<file path="src/rtl/spms_pkg.sv">
// Package for the shared-pool multi-stack unit: sizes, payload structs and status codes.
// It has no dependencies. Every module of the block uses it by scoped names.
package spms_pkg;

  localparam int STACKS   = 8;
  localparam int CAPACITY = 64;
  localparam int QDEPTH   = 2;

  localparam int STK_W  = (STACKS > 1) ? $clog2(STACKS) : 1;
  localparam int SLOT_W = (CAPACITY > 1) ? $clog2(CAPACITY) : 1;
  localparam int CNT_W  = $clog2(CAPACITY + 1);

  typedef logic [STK_W-1:0]  stk_idx_t;
  typedef logic [SLOT_W-1:0] slot_idx_t;
  typedef logic [CNT_W-1:0]  cnt_t;
  typedef logic [6:0]        total_t;
  typedef logic [15:0]       serial_t;

  localparam logic       REQ_PUSH = 1'b0;
  localparam logic       REQ_POP  = 1'b1;

  localparam logic [1:0] ST_OK  = 2'd0;
  localparam logic [1:0] ST_OVF = 2'd1;
  localparam logic [1:0] ST_UNF = 2'd2;

  localparam total_t CAP_LIMIT_RST = 7'd64;

  typedef struct packed {
    logic       req_type;
    logic [3:0] stack_select;
  } spms_req_t;

  typedef struct packed {
    logic [1:0] status;
    serial_t    item_serial;
    total_t     total_count;
  } spms_rsp_t;

  typedef struct packed {
    logic     is_pop;
    logic     sel_ok;
    stk_idx_t stack;
  } spms_op_t;

  typedef struct packed {
    logic fin;
    cnt_t pool_count;
    cnt_t free_top;
  } spms_mon_t;

endpackage

</file>
<file path="src/rtl/spms_front.sv">
// Front end of the shared-pool multi-stack unit: decodes requests and queues them.
// Depends on spms_pkg for the request and decoded-operation types.
module spms_front (
  input  logic                clk_i,
  input  logic                rst_ni,
  input  logic                in_valid_i,
  output logic                in_ready_o,
  input  spms_pkg::spms_req_t in_data_i,
  output logic                deq_valid_o,
  input  logic                deq_ready_i,
  output spms_pkg::spms_op_t  deq_op_o
);

  spms_pkg::spms_op_t op_in;
  spms_pkg::spms_op_t queue_q [spms_pkg::QDEPTH];
  logic [$clog2(spms_pkg::QDEPTH)-1:0] wr_ptr_q, wr_ptr_d, rd_ptr_q, rd_ptr_d;
  logic [$clog2(spms_pkg::QDEPTH+1)-1:0] count_q, count_d;
  logic enq, deq;

  always_comb begin
    op_in.is_pop = (in_data_i.req_type == spms_pkg::REQ_POP);
    op_in.sel_ok = (in_data_i.stack_select >= 4'd1) &&
                   (32'(in_data_i.stack_select) <= 32'(spms_pkg::STACKS));
    op_in.stack  = spms_pkg::stk_idx_t'(in_data_i.stack_select - 4'd1);
  end

  assign in_ready_o  = (32'(count_q) != 32'(spms_pkg::QDEPTH));
  assign deq_valid_o = (count_q != '0);
  assign deq_op_o    = queue_q[rd_ptr_q];
  assign enq         = in_valid_i && in_ready_o;
  assign deq         = deq_valid_o && deq_ready_i;

  always_comb begin
    wr_ptr_d = wr_ptr_q;
    rd_ptr_d = rd_ptr_q;
    count_d  = count_q;
    if (enq) begin
      wr_ptr_d = wr_ptr_q + 1'b1;
    end
    if (deq) begin
      rd_ptr_d = rd_ptr_q + 1'b1;
    end
    if (enq && !deq) begin
      count_d = count_q + 1'b1;
    end else if (deq && !enq) begin
      count_d = count_q - 1'b1;
    end
  end

  always_ff @(posedge clk_i or negedge rst_ni) begin
    if (!rst_ni) begin
      wr_ptr_q <= '0;
      rd_ptr_q <= '0;
      count_q  <= '0;
    end else begin
      wr_ptr_q <= wr_ptr_d;
      rd_ptr_q <= rd_ptr_d;
      count_q  <= count_d;
    end
  end

  always_ff @(posedge clk_i) begin
    if (enq) begin
      queue_q[wr_ptr_q] <= op_in;
    end
  end

endmodule

</file>
<file path="src/rtl/spms_back.sv">
// Back end of the shared-pool multi-stack unit: executes queued operations against
// the slot, link and free-list memories and holds the result register. Uses spms_pkg.
module spms_back (
  input  logic                clk_i,
  input  logic                rst_ni,
  input  logic                cfg_valid_i,
  input  logic [6:0]          cfg_data_i,
  input  logic                deq_valid_i,
  output logic                deq_ready_o,
  input  spms_pkg::spms_op_t  deq_op_i,
  output logic                out_valid_o,
  input  logic                out_ready_i,
  output spms_pkg::spms_rsp_t out_data_o,
  output spms_pkg::spms_mon_t mon_o
);

  localparam logic S_ISSUE = 1'b0;
  localparam logic S_FIN   = 1'b1;

  logic state_q, state_d;

  spms_pkg::serial_t   ser_mem  [spms_pkg::CAPACITY];
  spms_pkg::slot_idx_t link_mem [spms_pkg::CAPACITY];
  spms_pkg::slot_idx_t free_mem [spms_pkg::CAPACITY];
  logic [spms_pkg::CAPACITY-1:0] free_vld_q;

  spms_pkg::slot_idx_t stack_top_q   [spms_pkg::STACKS];
  spms_pkg::cnt_t      stack_count_q [spms_pkg::STACKS];
  spms_pkg::serial_t   push_serial_q [spms_pkg::STACKS];
  spms_pkg::cnt_t      pool_count_q, pool_count_d;
  spms_pkg::cnt_t      free_top_q, free_top_d;
  spms_pkg::total_t    cap_q;

  spms_pkg::spms_op_t  op_q;
  logic [1:0]          status_q, status_d;
  spms_pkg::slot_idx_t top_slot_q, top_addr, free_addr;
  spms_pkg::slot_idx_t free_rd_q, free_rd_addr_q, push_slot;
  logic                free_rd_vld_q;
  spms_pkg::serial_t   ser_rd_q, new_serial, rsp_serial;
  spms_pkg::slot_idx_t link_rd_q;

  spms_pkg::spms_rsp_t out_q;
  logic                out_valid_q, out_valid_d;
  spms_pkg::cnt_t      cnt_k;
  logic                issue, fin_fire, do_push, do_pop;

  assign issue       = (state_q == S_ISSUE) && deq_valid_i;
  assign deq_ready_o = (state_q == S_ISSUE);
  assign fin_fire    = (state_q == S_FIN) && (!out_valid_q || out_ready_i);
  assign do_push     = fin_fire && (status_q == spms_pkg::ST_OK) && !op_q.is_pop;
  assign do_pop      = fin_fire && (status_q == spms_pkg::ST_OK) && op_q.is_pop;

  assign cnt_k     = stack_count_q[deq_op_i.stack];
  assign top_addr  = stack_top_q[deq_op_i.stack];
  assign free_addr = spms_pkg::slot_idx_t'(free_top_q - 1'b1);
  assign push_slot = free_rd_vld_q ? free_rd_q : free_rd_addr_q;
  assign new_serial = push_serial_q[op_q.stack] + 16'd1;

  always_comb begin
    if (!deq_op_i.is_pop) begin
      if (!deq_op_i.sel_ok || (32'(pool_count_q) >= 32'(cap_q)) || (free_top_q == '0)) begin
        status_d = spms_pkg::ST_OVF;
      end else begin
        status_d = spms_pkg::ST_OK;
      end
    end else begin
      if (!deq_op_i.sel_ok || (cnt_k == '0) ||
          (32'(free_top_q) >= 32'(spms_pkg::CAPACITY))) begin
        status_d = spms_pkg::ST_UNF;
      end else begin
        status_d = spms_pkg::ST_OK;
      end
    end
  end

  always_comb begin
    pool_count_d = pool_count_q;
    free_top_d   = free_top_q;
    rsp_serial   = '0;
    if (do_push) begin
      pool_count_d = pool_count_q + 1'b1;
      free_top_d   = free_top_q - 1'b1;
      rsp_serial   = new_serial;
    end else if (do_pop) begin
      if (pool_count_q != '0) begin
        pool_count_d = pool_count_q - 1'b1;
      end
      free_top_d = free_top_q + 1'b1;
      rsp_serial = ser_rd_q;
    end
  end

  always_comb begin
    state_d     = state_q;
    out_valid_d = out_valid_q;
    if (out_ready_i) begin
      out_valid_d = 1'b0;
    end
    unique case (state_q)
      S_ISSUE: begin
        if (issue) begin
          state_d = S_FIN;
        end
      end
      S_FIN: begin
        if (fin_fire) begin
          state_d     = S_ISSUE;
          out_valid_d = 1'b1;
        end
      end
      default: state_d = S_ISSUE;
    endcase
  end

  always_ff @(posedge clk_i or negedge rst_ni) begin
    if (!rst_ni) begin
      state_q      <= S_ISSUE;
      out_valid_q  <= 1'b0;
      pool_count_q <= '0;
      free_top_q   <= spms_pkg::cnt_t'(spms_pkg::CAPACITY);
      cap_q        <= spms_pkg::CAP_LIMIT_RST;
      free_vld_q   <= '0;
      for (int i = 0; i < spms_pkg::STACKS; i++) begin
        stack_count_q[i] <= '0;
        push_serial_q[i] <= '0;
      end
    end else begin
      state_q      <= state_d;
      out_valid_q  <= out_valid_d;
      pool_count_q <= pool_count_d;
      free_top_q   <= free_top_d;
      if (cfg_valid_i) begin
        cap_q <= cfg_data_i;
      end
      if (do_push) begin
        stack_count_q[op_q.stack] <= stack_count_q[op_q.stack] + 1'b1;
        push_serial_q[op_q.stack] <= new_serial;
      end else if (do_pop) begin
        stack_count_q[op_q.stack] <= stack_count_q[op_q.stack] - 1'b1;
        free_vld_q[spms_pkg::slot_idx_t'(free_top_q)] <= 1'b1;
      end
    end
  end

  always_ff @(posedge clk_i) begin
    if (issue) begin
      op_q           <= deq_op_i;
      status_q       <= status_d;
      top_slot_q     <= top_addr;
      free_rd_addr_q <= free_addr;
      free_rd_vld_q  <= free_vld_q[free_addr];
    end
    if (do_push) begin
      stack_top_q[op_q.stack] <= push_slot;
    end else if (do_pop) begin
      stack_top_q[op_q.stack] <= link_rd_q;
    end
    if (fin_fire) begin
      out_q.status      <= status_q;
      out_q.item_serial <= rsp_serial;
      out_q.total_count <= spms_pkg::total_t'(pool_count_d);
    end
  end

  always_ff @(posedge clk_i) begin
    if (issue) begin
      ser_rd_q  <= ser_mem[top_addr];
      link_rd_q <= link_mem[top_addr];
      free_rd_q <= free_mem[free_addr];
    end
  end

  always_ff @(posedge clk_i) begin
    if (do_push) begin
      ser_mem[push_slot]  <= new_serial;
      link_mem[push_slot] <= (stack_count_q[op_q.stack] != '0) ?
                             stack_top_q[op_q.stack] : '0;
    end
  end

  always_ff @(posedge clk_i) begin
    if (do_pop) begin
      free_mem[spms_pkg::slot_idx_t'(free_top_q)] <= top_slot_q;
    end
  end

  assign out_valid_o     = out_valid_q;
  assign out_data_o      = out_q;
  assign mon_o.fin        = (state_q == S_FIN);
  assign mon_o.pool_count = pool_count_q;
  assign mon_o.free_top   = free_top_q;

endmodule

</file>
<file path="src/rtl/shared_pool_multi_stack_unit.sv">
// Top level of the shared-pool multi-stack unit: front decoder and queue plus back end.
// Depends on spms_pkg, spms_front and spms_back.
//
// Eight LIFO stacks share a pool of 64 slots, and a push overflows once the total held
// reaches the capacity limit written on the configuration port (reset value 64). Each
// operation passes an issue state, which reads the slot, link and free-list memories,
// and a finishing state, which writes them and loads the result register; the back end
// takes no new item until the last has finished, and the finishing state waits while
// the result register is still full. A two-entry queue lets requests be accepted while
// the back end or the result register is busy. The free list is ready right after reset,
// with no clearing pass.
module shared_pool_multi_stack_unit (
  input  logic                clk_i,
  input  logic                rst_ni,
  input  logic                cfg_valid_i,
  output logic                cfg_ready_o,
  input  logic [6:0]          cfg_data_i,
  input  logic                in_valid_i,
  output logic                in_ready_o,
  input  spms_pkg::spms_req_t in_data_i,
  output logic                out_valid_o,
  input  logic                out_ready_i,
  output spms_pkg::spms_rsp_t out_data_o
);

  logic                deq_valid, deq_ready;
  spms_pkg::spms_op_t  deq_op;
  spms_pkg::spms_mon_t mon;

  assign cfg_ready_o = 1'b1;

  spms_front u_front (
    .clk_i       (clk_i),
    .rst_ni      (rst_ni),
    .in_valid_i  (in_valid_i),
    .in_ready_o  (in_ready_o),
    .in_data_i   (in_data_i),
    .deq_valid_o (deq_valid),
    .deq_ready_i (deq_ready),
    .deq_op_o    (deq_op)
  );

  spms_back u_back (
    .clk_i       (clk_i),
    .rst_ni      (rst_ni),
    .cfg_valid_i (cfg_valid_i),
    .cfg_data_i  (cfg_data_i),
    .deq_valid_i (deq_valid),
    .deq_ready_o (deq_ready),
    .deq_op_i    (deq_op),
    .out_valid_o (out_valid_o),
    .out_ready_i (out_ready_i),
    .out_data_o  (out_data_o),
    .mon_o       (mon)
  );

  a_pool_balance: assert property (@(posedge clk_i) disable iff (!rst_ni)
    32'(mon.pool_count) + 32'(mon.free_top) == 32'(spms_pkg::CAPACITY))
    else $error("Pool count and free-list depth do not add up to the pool size.");

  a_fail_serial_zero: assert property (@(posedge clk_i) disable iff (!rst_ni)
    (out_valid_o && (out_data_o.status != spms_pkg::ST_OK)) |-> (out_data_o.item_serial == '0))
    else $error("A failed operation returned a nonzero serial.");

  a_result_after_fin: assert property (@(posedge clk_i) disable iff (!rst_ni)
    $rose(out_valid_o) |-> $past(mon.fin))
    else $error("A result appeared without a finishing back-end cycle.");

  a_total_matches: assert property (@(posedge clk_i) disable iff (!rst_ni)
    $rose(out_valid_o) |-> (out_data_o.total_count == spms_pkg::total_t'(mon.pool_count)))
    else $error("Reported total differs from the pool count.");

endmodule

</file>
<file path="config.mk">
export PLATFORM = sky130hd
export DESIGN_NAME = shared_pool_multi_stack_unit
export DESIGN_NICKNAME = d
export VERILOG_FILES = /design/src/rtl/spms_pkg.sv /design/src/rtl/spms_front.sv /design/src/rtl/spms_back.sv /design/src/rtl/shared_pool_multi_stack_unit.sv
export SDC_FILE = /design/constraint.sdc
export NUM_CORES = 2
export LEC_CHECK = 0
export ABC_AREA = 0
export BUFFER_PORTS_ARGS = -buffer_cell sky130_fd_sc_hd__buf_2
export CAP_MARGIN = 30
export CORE_ASPECT_RATIO = 1.75
export CORE_MARGIN = 2
export CORE_UTILIZATION = 60
export CTS_CLUSTER_SIZE = 14
export DETAILED_ROUTE_END_ITERATION = 8
export PLACE_DENSITY_LB_ADDON = 0.2
export RECOVER_POWER = 25
export SYNTH_ARGS = -nofsm -noshare
export SYNTH_HDL_FRONTEND = slang
export SYNTH_SLANG_ARGS = --single-unit
</file>
<file path="constraint.sdc">
create_clock -name clk_i -period 9.8 [get_ports clk_i]
set_input_delay 0.98 -clock clk_i [delete_from_list [all_inputs] [get_ports clk_i]]
set_output_delay 0.98 -clock clk_i [all_outputs]
set_load 0.05 [all_outputs]
</file>
# ---- After elaboration in Yosys (flattened, before gate mapping)
# Memory sizes are Yosys's and may differ from the RTL's. A register that Yosys moved wholly into a read port is not among the register bits.
# Index checks and enable logic that the tools add are counted.
dict set report classes {
  add_sub_neg 12
  order_cmp 10
  n_eq_ne 1
  n_mux 52
  n_bitwise 6
  n_reduce_logical 30
}
# op n
set ops {}
lappend ops {{$bwmux W128} 1}
lappend ops {{$bwmux W56} 2}
lappend ops {{$mux W56} 2}
lappend ops {{$mux W16} 5}
lappend ops {{$mux W7} 10}
lappend ops {{$or A64 B64 Y64} 1}
lappend ops {{$bmux W16 S3} 1}
lappend ops {{$demux W16 S3} 1}
lappend ops {{$bmux W7 S3} 2}
lappend ops {{$add A7 B1 Y7 const B} 3}
lappend ops {{$demux W7 S3} 1}
lappend ops {{$sub A7 B1 Y7 const B} 3}
lappend ops {{$mux W6} 3}
lappend ops {{$add A16 B1 Y16 const B} 1}
lappend ops {{$mux W1} 16}
lappend ops {{$logic_not A7 Y1} 2}
lappend ops {{$lt A6 B7 Y1 const B} 2}
lappend ops {{$reduce_bool A7 Y1} 2}
lappend ops {{$logic_and A1 B1 Y1} 11}
lappend ops {{$ge A4 B4 Y1 const B} 2}
lappend ops {{$mux W2} 4}
lappend ops {{$not A3 Y4} 2}
lappend ops {{$ge A7 B7 Y1} 1}
lappend ops {{$ge A7 B7 Y1 const B} 1}
lappend ops {{other kinds (20)} 32}
dict set report word_totals {
  ff_bits 319
  mem_bits_rw 1850
  mem_count 5
}
# name depth width rd rd_ports_with_merged_regs write_ports line_no
set mem_list {}
lappend mem_list {u_back.ser_mem 64 16 1 1 1 spms_back.sv:22} ;# spms_pkg::serial_t ser_mem [spms_pkg::CAPACITY];
lappend mem_list {u_back.free_mem 64 6 1 1 1 spms_back.sv:24} ;# spms_pkg::slot_idx_t free_mem [spms_pkg::CAPACITY];
lappend mem_list {u_back.link_mem 64 6 1 1 1 spms_back.sv:23} ;# spms_pkg::slot_idx_t link_mem [spms_pkg::CAPACITY];
lappend mem_list {u_back.stack_top_q 8 6 2 1 1 spms_back.sv:27} ;# spms_pkg::slot_idx_t stack_top_q [spms_pkg::STACKS];
lappend mem_list {u_front.queue_q 2 5 1 0 1 spms_front.sv:15} ;# spms_pkg::spms_op_t queue_q [spms_pkg::QDEPTH];

# ---- Logic depth before layout (Yosys ltp)
# An unclocked memory read counts as a cell.
dict set report depth {
  word_depth 10
  ltp_mapped 16
}

# ---- Modules after synthesis
# From an unflattened synthesis, not the netlist that was laid out.
dict set report unflattened {
  cells_unflattened 6297
  hier_area_um2 88532.4
}
# mod n_inst cells_per_inst area_per_inst_um2
set modules_own_cells {}
lappend modules_own_cells {spms_back 1 6252 87883.0}
lappend modules_own_cells {spms_front 1 43 638.1}
lappend modules_own_cells {shared_pool_multi_stack_unit 1 2 11.3}

# ---- Worst setup path after synthesis
# Ideal clock, no wire load.
dict set report synth_timing {
  path_kind {reg-to-reg}
  start {reg u_back.op_q[0] (netlist bit)}
  end {mem u_back.ser_mem[0][15] (netlist bit), data pin}
  setup_time_ns 0.584
  arrival_time_ns 4.068
  setup_slack_ns 5.148
  stages_incl_launch_ff 10
  period_less_slack_ns 4.652
  path_cell_list {edfxtp_1 > buf_2 > buf_4 > and2_1 > a2111oi_0 > a311oi_1 > and2_1 > nand2_1 > nor4_2 > xor2_1}
}
dict set report synth_between {
  elab_chain_cells 5
}
# item line_no
set synth_lines {}
lappend synth_lines {{start: declaration} spms_back.sv:34} ;# spms_pkg::spms_op_t op_q;
lappend synth_lines {{start signal: assignment} spms_back.sv:147} ;# op_q <= deq_op_i;
lappend synth_lines {{$not A3 Y4 (implied by the code)} spms_back.sv:57} ;# assign new_serial = push_serial_q[op_q.stack] + 16'd1;
lappend synth_lines {{$bmux W16 S3} spms_back.sv:57}
lappend synth_lines {{$mux W16 (implied by the code) (2 in a row)} spms_back.sv:57}
lappend synth_lines {{$add A16 B1 Y16} spms_back.sv:57}
lappend synth_lines {{net u_back.new_serial[15]} spms_back.sv:39} ;# spms_pkg::serial_t ser_rd_q, new_serial, rsp_serial;
lappend synth_lines {{end: declaration} spms_back.sv:22}
# The timed path passes the listed nets, and every way through them passes these cells. The select of a mux whose other input is x is not followed.

# ---- Final worst setup path
dict set report layout_timing {
  start {reg u_back.free_top_q[0]}
  end {reg u_back.free_rd_q[2], read port of u_back.free_mem, data pin}
}
dict set report layout_between {
  elab_chain_cells 1
}
# item line_no
set layout_lines {}
lappend layout_lines {{start: declaration} spms_back.sv:31} ;# spms_pkg::cnt_t free_top_q, free_top_d;
lappend layout_lines {{start signal: assignment} spms_back.sv:120} ;# free_top_q <= spms_pkg::cnt_t'(spms_pkg::CAPACITY);
lappend layout_lines {{start signal: assignment} spms_back.sv:131} ;# free_top_q <= free_top_d;
lappend layout_lines {{$sub A7 B1 Y7} spms_back.sv:55} ;# assign free_addr = spms_pkg::slot_idx_t'(free_top_q - 1'b1);
lappend layout_lines {{net u_back.free_addr[0]} spms_back.sv:36} ;# spms_pkg::slot_idx_t top_slot_q, top_addr, free_addr;
lappend layout_lines {{end: declaration} spms_back.sv:37} ;# spms_pkg::slot_idx_t free_rd_q, free_rd_addr_q, push_slot;
# The timed path passes the listed nets, and every way through them passes these cells.
# A chain may end at the register's enable or synchronous reset.

==> reports/metrics.yaml <==
grt_pass1_wl_um: 354200
rows: 185
setup_viol: 0
internal_power_mw: 19.44
syn_area_sq_um: 87990
io_buffers: 43
place_area_sq_um: 91080
ys_async_sr_fraction_pct: 12.50
nNetsFinal: 6216
final_max_slew_viol_count: 946
syn_inst: 6135
multi_input_area_sq_um: 22170
post_cts_resized: 0
avgSynthCellArea_sq_um: 14.34
power_frac_seq_pct: 38.7
fin_cells: 8179
grt_max_degree: 195
max_slew.worst_pin.slew_ps: 6801
area_delta_synth_final_pct: 9.887
hold_path_class: "in2reg"
ctsHoldBuffers: 0
synthTopCellsByCount: "edfxtp_1 (1,922), nand2_1 (1,345), nand3_1 (578)"
cts_setup_buffers: 0
setup.worst_path.start: "u_back.free_top_q[0]"
finalCriticalPeriod_ps: 7347
clk_latency_ps: 830
cts_tree: "built"
crit_fanout: 60
synthTopCellsByArea: "edfxtp_1 (66%), dfrtp_1 (7.8%), nand2_1 (5.7%)"
seq_area_sq_um: 64660
violations: "max-capacitance violations, max-slew violations"
routabilityCongestion: 0.8988
fin_ws_ps: 2453
grt_pass1_vias: 53860
coreArea_sq_um: 145400
max_freq_mhz: 136.1
synth_top_family_by_area: "simple AND/OR/NAND/NOR gates"
n_fill_cell: 9965
synth_xor_area_share_pct: 0.3981
status: "finished with violations"
h-tree-depth: 4
placedCellCount: 7856
synthFlopType: "edfxtp_1"
cts.path.max_buffers: 3
synth_cell_types: 80
yosys.area.top_type_share_pct: 65.59
synth_compound_area_share_pct: 4.779
wl_per_cell_um: 29.79
dieArea_sq_um: 149900
routed_wl_um: 243600
required_ps: 10340
cts_buffers: 188
ant_nets: 0
ys_seq_area_share_pct: 73.48
p_leak_nw: 34.03
finClkSkew_ps: 36.63
comb_power_share_pct: 39.2
dp_hpwl_um: 145200
tns_ps: 0
dp_slack_ps: 4107
grt_setup_unrepaired: "no"
ys_seq_elements: 2200
cts_sinks: 2200
drtPass1Iterations: 6
num_vias: 53670
ys_warn_count: 0
cellPowerDensity_nw_per_um2: 333.5
hold_violations: 0
die_w_um: 293.5
cp-end-kind: "flop"
design_area_sq_um: 96690
synth-simple-area-share_pct: 11.68
gr-total-overflow: 0
track_usage_pct: 32.62
r2r-start: "u_back.free_top_q[0]"
muxShareOfSynthArea_pct: 7.492
finalCritPeriodShare_pct: 74.97
irDropWorstVdd_mv: 0.4068
slew_headroom_pct: -353.4
holdCritStartpoint: "cfg_data_i[1]"
cts-root-buf: "clkbuf_16"
start_util_pct: 60.53
synth_edf_count: 1922
synthAdderAreaFrac_pct: 0.2559
routed_via_density: 6.562
drive_gt1_share_pct: 12.57
top_level_ports: 45
min_path_cells: 3
yosysTopAreaCell: "edfxtp_1"
synth_nets: 6170
clk_pin_slew_worst_paths_ps: 60
cap_violations: 22
drtIter0Drc: 6694
switching_share_pct: 39.72
path_class: "reg2reg"
clkPwrFrac_pct: 22.2
power_switching_mw: 12.81
antenna_found_initial: 7
dieHeight_um: 510.6
reg2reg_depth: 7
drc: 0
startpoint_type: "flop"
yosys.cell_count.top_type: "edfxtp_1"
worstPathArrival_ps: 7890
## through the flow
stage | total power [mW] | utilization (%) | hold WS [ps]
after CTS | 32.01 | 66.58 | 251.1
after floorplan | 20.19 | - | 433.7
after global placement | 24.71 | 62.48 | 444.9
final | 32.25 | 66.52 | 381.3
after global routing | 33.32 | 66.52 | 373.7
after detailed placement | 24.98 | 62.66 | 449.0
## worst max-delay path, stage by stage (launching register included)
cell and delay [ps]:
dfrtp_1 1590, inv_1 490, ha_1 2280, buf_4 940, mux4_2 420, mux4_2 530
mux2i_1 560, a21oi_1 160
## cells by family (layout without fill, tap and decap cells)
family,count (synthesis),in the layout
other,1,2
XOR/XNOR,40,40
flip-flops,2200,2200
buffers and inverters,405,578
AO/OA/AOI/OAI,684,684
adder cells (fa/ha/maj),18,18
AND/OR/NAND/NOR,2360,2360
multiplexers,427,427
## placed cells by master, fill, tap and decap left out, types with 16 or more instances in the layout
master and n:
clkbuf_1 114, inv_1 41, nand2b_1 18, ha_1 17, nor2_1 105, nand2_1 1342, nand4_1 25, o22ai_1 51
a221o_1 23, nor2_4 29, buf_4 111, a22oi_1 26, a22o_1 23, nor4_1 54, a32oi_1 23, clkbuf_16 192
a31oi_1 51, o21ai_1 20, a211o_1 22, edfxtp_1 1922, dfrtp_1 273, mux2i_1 196, a21oi_1 200, mux2_2 45
clkinv_1 27, o21ai_0 182, nor2_2 41, xnor2_1 17, nand3_1 578, mux4_2 176, or2_2 67, clkinv_2 17
nor3_1 16
## per-layer routing
metal / up-vias / track usage [%] / wire length, um / share of wire, %
met5: - / 0 / 42 / 0.017
met2: 2866 / 54.79 / 123000 / 50
met3: 790 / 5.047 / 18450 / 7.6
met4: 6 / 24.26 / 21400 / 8.8
met1: 27090 / 37.95 / 80770 / 33
li1: 22920 / - / - / -
## final timing paths
path	end	slack [ps]
worst max-delay path	u_back.free_rd_q[2]	2450
worst min-delay path	u_back.cap_q[1]	380
worst max register to register	u_back.free_rd_q[2]	2450
worst min register to register	u_back.free_vld_q[37]	460
max in group asynchronous	u_back.free_vld_q[33]	3250
min in group asynchronous	u_back.free_vld_q[55]	2700
## registers in the layout, summed over array words and instances (netlist names), 10 cells and up, named ones only
name	cells
u_back.stack_count_q	48
u_back.stack_top_q	48
u_back.out_data_o	25
u_back.free_mem	384
u_back.ser_mem	1024
u_front.queue_q	10
u_back.free_vld_q	64
u_back.ser_rd_q	16
u_back.push_serial_q	128
u_back.link_mem	384
## layout make-up
type,instances,area share (%)
Antenna cell,1,0.002588
Clock buffer,256,5.305
Clock inverter,61,0.5939
Inverter,55,0.2264
Multi-Input combinational cell,3530,22.93
Sequential cell,2200,66.87
Tap cell,1870,2.420
Timing Repair Buffer,206,1.656
## power by group through the flow
| stage | combinational (mW) | clock [mW] | sequential [mW] |
|---|---|---|---|
| after floorplan | 7.56 | 0 | 12.6 |
| after global placement | 12.1 | 0 | 12.6 |
| after detailed placement | 12.4 | 0 | 12.6 |
| after CTS | 12.4 | 7.18 | 12.4 |
| after global routing | 13.3 | 7.53 | 12.5 |
| final | 12.6 | 7.14 | 12.5 |
Power figures use the tool's default switching activity.
